===== src/hdl/permutation_inversion_counter_unit_defines.svh =====
// Assertion macros shared by the inversion counter RTL.
`ifndef PERMUTATION_INVERSION_COUNTER_UNIT_DEFINES_SVH
`define PERMUTATION_INVERSION_COUNTER_UNIT_DEFINES_SVH

// Same-cycle implication, sampled on clk, off during rst.
`define PIC_ASSERT_NOW(lbl, ante, cons, msg) \
  lbl: assert property (@(posedge clk) disable iff (rst) (ante) |-> (cons)) else $error(msg);

// Next-cycle implication, sampled on clk, off during rst.
`define PIC_ASSERT_NEXT(lbl, ante, cons, msg) \
  lbl: assert property (@(posedge clk) disable iff (rst) (ante) |=> (cons)) else $error(msg);

`endif


===== src/hdl/pic_ram.sv =====
// Generic simple dual-port RAM: one write port, one registered read port.
module pic_ram #(
  parameter int WIDTH = 8,
  parameter int DEPTH = 256
) (
  input  logic                                    clk,
  input  logic                                    we,
  input  logic [((DEPTH > 1) ? $clog2(DEPTH) : 1)-1:0] waddr,
  input  logic [WIDTH-1:0]                        wdata,
  input  logic [((DEPTH > 1) ? $clog2(DEPTH) : 1)-1:0] raddr,
  output logic [WIDTH-1:0]                        rdata
);

  logic [WIDTH-1:0] mem [DEPTH];

  // write and registered read
  always_ff @(posedge clk) begin
    if (we) begin
      mem[waddr] <= wdata;
    end
    rdata <= mem[raddr];
  end

endmodule


===== config.mk =====
export PLATFORM = sky130hd
export DESIGN_NAME = pic_ram
export DESIGN_NICKNAME = d
export VERILOG_FILES = /design/src/hdl/permutation_inversion_counter_unit_defines.svh /design/src/hdl/pic_ram.sv
export SDC_FILE = /design/constraint.sdc
export NUM_CORES = 2
export LEC_CHECK = 0
export BUFFER_PORTS_ARGS = -buffer_cell sky130_fd_sc_hd__buf_2
export CAP_MARGIN = 40
export CORE_ASPECT_RATIO = 1.5
export CORE_UTILIZATION = 37
export DETAILED_ROUTE_END_ITERATION = 10
export PLACE_DENSITY = 0.58
export SKIP_CTS_REPAIR_TIMING = 1
export SYNTH_ARGS = -nofsm -noshare
export SYNTH_HDL_FRONTEND = slang
export SYNTH_SLANG_ARGS = --single-unit

===== constraint.sdc =====
create_clock -name clk -period 3.29 [get_ports clk]
set_input_delay 0.658 -clock clk [delete_from_list [all_inputs] [get_ports clk]]
set_output_delay 0.658 -clock clk [all_outputs]
set_load 0.005 [all_outputs]

==> results by group <==
Run status
  • Status: complete, no violations

Detailed routing
  • WL/cell: 29.0 um
  • Drt initial violations: 3926
  • # DRC: 0
  • Via Count: 39700
  • Routed Antenna Nets: 0
  • TritonRoute pass-1 iters: 5
  • Vias per inst: 5.44
  • Final wirelength: between 200000 and 250000 um

Min path
  • Endpoint, Worst Hold: mem[48][2]
  • Worst Hold Class: primary input to flip-flop
  • Worst hold start: wdata[2]
  • Worst hold stages: 1

Floorplan
  • Total core area: 214000 sq um
  • I/O Pins: 34
  • Initial Util: 37.2%
  • Row cnt: about 210
  • Die area: 217000 sq um
  • Chip width: around 380 um
  • Die Y-Extent: 570 um

Setup path
  • Startpoint types: primary input
  • Crit path kind: primary input to flip-flop
  • Worst Reg2Reg Path Length in Cells: 6
  • CP Data Arrival Time: 3520 ps
  • Crit-path max FO: 22
  • Reg2reg start: mem[64][0]
  • Data required, critical path: 4030 ps
  • FF-to-FF End: rdata[0]
  • Flop2flop setup slack: 770 ps
  • CP Capture Type: flip-flop

GRT
  • Largest net degree at the start of global routing: 103
  • Grt met2 use: 35.9%
  • GRT busiest layer: met2
  • Initial antenna violation count: 14
  • Vias in the first global route: approximately 41000
  • GRT met1 Usage: 22.9%
  • Grt ovf: 0
  • First-pass GRT wire length: 302000 um
  • GRT Total Usage: 19.4%
  • Met3 GRT Util: 2.54%

Synthesis
  • FF+latch count, synth: 2056
  • Ys async rst share: 0%
  • Post-synth EDFFs: 2048
  • Post-synthesis sequential area ratio: between 70% and 80%
  • Cells after Synth: 3733
  • Syn Nets: 3759
  • Mapped cell area: around 80000 sq um
  • Ys flop type: edfxtp_1
  • Warnings, synthesis: 0
  • Avg Cell Area, Syn: 21.3 sq um
  • Synth cell types: 55

CTS
  • CTS tree: built
  • Clk Latency, worst-skew pair: 850 ps
  • Max clock buf depth: 4
  • Clock Tree Root: clkbuf_16
  • Clk pin slew, worst setup/hold paths: 60 ps
  • CTS Buf Count: about 180
  • # H-tree levels: 4
  • CTS sink cnt: between 2000 and 2500

Pwr
  • PwrDens: 565 nW/um^2
  • Pleak: 29.5 nW
  • Tot Pwr: around 53 mW
  • Maximum vdd drop: approximately 0.00038 V

Placed design
  • Post-Place Cells: between 6000 and 7000
  • DP Area: approximately 87000 sq um
  • RePlAce Congestion: 0.863
  • Dpl hpwl: 140000 um
  • Port bufs: 33

Run
  • Total of max-cap violations: 0

STA
  • Final slew viol count: 0
  • Crit share post-route: 84.2%
  • Tmin final: 2770 ps
  • Worst Tran Pin Value: 932 ps
  • Clock Skew: approximately 79 ps
  • Setup TNS: 0 ps
  • Slew margin rel.: 37.9%
  • RSZ-0062 raised after global routing: no
  • Final setup viols: 0
  • Hold Fails Final Rpt: 0
  • FMAX: 0.361 GHz

Final layout
  • Fillers: 18400
  • Final cell count without fillers: 7285
  • Fin util: 43.5%
  • Nets: 4341
  • Area growth, synth to finish: 16.8%
  • Final Cell Area: 93000 sq um
  • Share of layout cells above drive strength 1: 30.4%
[metal layers]
metal	up-vias	share of wire [%]
met5	-	0.050
met4	16	3.8
met3	356	5.0
met2	1181	54
met1	21300	37
li1	16800	-
[report_power, final]
group	total, mW	leakage [nW]	internal (mW)	switching, mW
combinational	2.96	8.32	1.16	1.81
sequential	28.9	18.5	28.9	0.0600
clock	20.6	2.73	11.3	9.31
[Yosys cell counts, types with 3 or more instances]
library cell	number	share of area, %
o22a_1	5	0.055
a21oi_1	96	0.60
o32ai_1	4	0.044
nor3_1	22	0.14
nor2b_1	31	0.24
mux4_2	454	13
a22oi_1	133	1.3
edfxtp_1	2048	77
buf_8	13	0.25
a211oi_1	16	0.15
mux2i_1	134	1.7
nor4_1	24	0.19
a22o_1	8	0.088
buf_1	22	0.10
and2_1	6	0.047
o211ai_1	10	0.094
dfxtp_1	8	0.20
o22ai_1	28	0.22
o221ai_1	46	0.51
a221oi_1	13	0.14
buf_12	8	0.20
buf_4	27	0.25
nor2_1	282	1.3
buf_6	21	0.30
clkbuf_1	111	0.52
nand2b_1	8	0.063
nor4_2	3	0.047
nand3_1	34	0.21
buf_2	31	0.20
o21ai_0	10	0.063
nand4_1	10	0.079
nand2_1	33	0.16
or2_2	4	0.031
[state kept, by name (all words and copies together) (netlist names)]
signal and count:
mem 2048, rdata 8
[critical path: stages]
cell and delay (ps):
buf_8 170, buf_12 250, buf_12 210, buf_4 220, mux4_2 510, a221oi_1 340, o221ai_1 200, a211oi_1 600
buf_4 250, nor4_1 40
[area by class of cell]
type	count	area, sq um	share of cell area [%]
Multi-Input combinational cell	1442	16500	17.8
Timing Repair Buffer	629	5650	6.07
Inverter	2	7.51	0.00808
Antenna cell	5	12.5	0.0135
Tap cell	2835	3550	3.82
Sequential cell	2056	61700	66.3
Clock inverter	94	800	0.860
Clock buffer	222	4770	5.13
[per-stage QoR]
stage,setup WS [ps],hold slack (ps)
2_1_floorplan,694,757
3_3_place_gp,-1110,1130
3_5_place_dp,-390,1110
4_1_cts,517,292
5_1_grt,454,314
6_report,519,323
[worst max path at each step]
stage / from / end / slack (ps)
floorplan: raddr[0] / rdata[2] / 690
global placement: raddr[0] / rdata[2] / -1110
detailed placement: raddr[0] / rdata[6] / -390
CTS: raddr[0] / rdata[6] / 520
global route: raddr[0] / rdata[5] / 450
finish: raddr[0] / rdata[5] / 520
[layout by cell type (no fill, tap or decap), types with 24 or more instances in the layout]
master / instances
a21oi_1: 96
a22oi_1: 133
buf_12: 72
buf_2: 24
buf_4: 521
clkbuf_1: 37
clkbuf_16: 185
clkinv_1: 38
clkinv_2: 32
edfxtp_1: 2048
mux2i_1: 134
mux4_2: 454
nand2_1: 33
nand3_1: 34
nor2_1: 279
nor2b_1: 28
o221ai_1: 46
o22ai_1: 28
[cell families after synthesis]
group | after synthesis | share of synthesized area (%)
buffers and inverters | 235 | 1.83
DFF | 2056 | 77.5
AOI/OAI and AO/OA | 385 | 3.42
and+or+nand+nor | 466 | 2.63
muxes | 591 | 14.6
(Power assumes the default switching activity.)
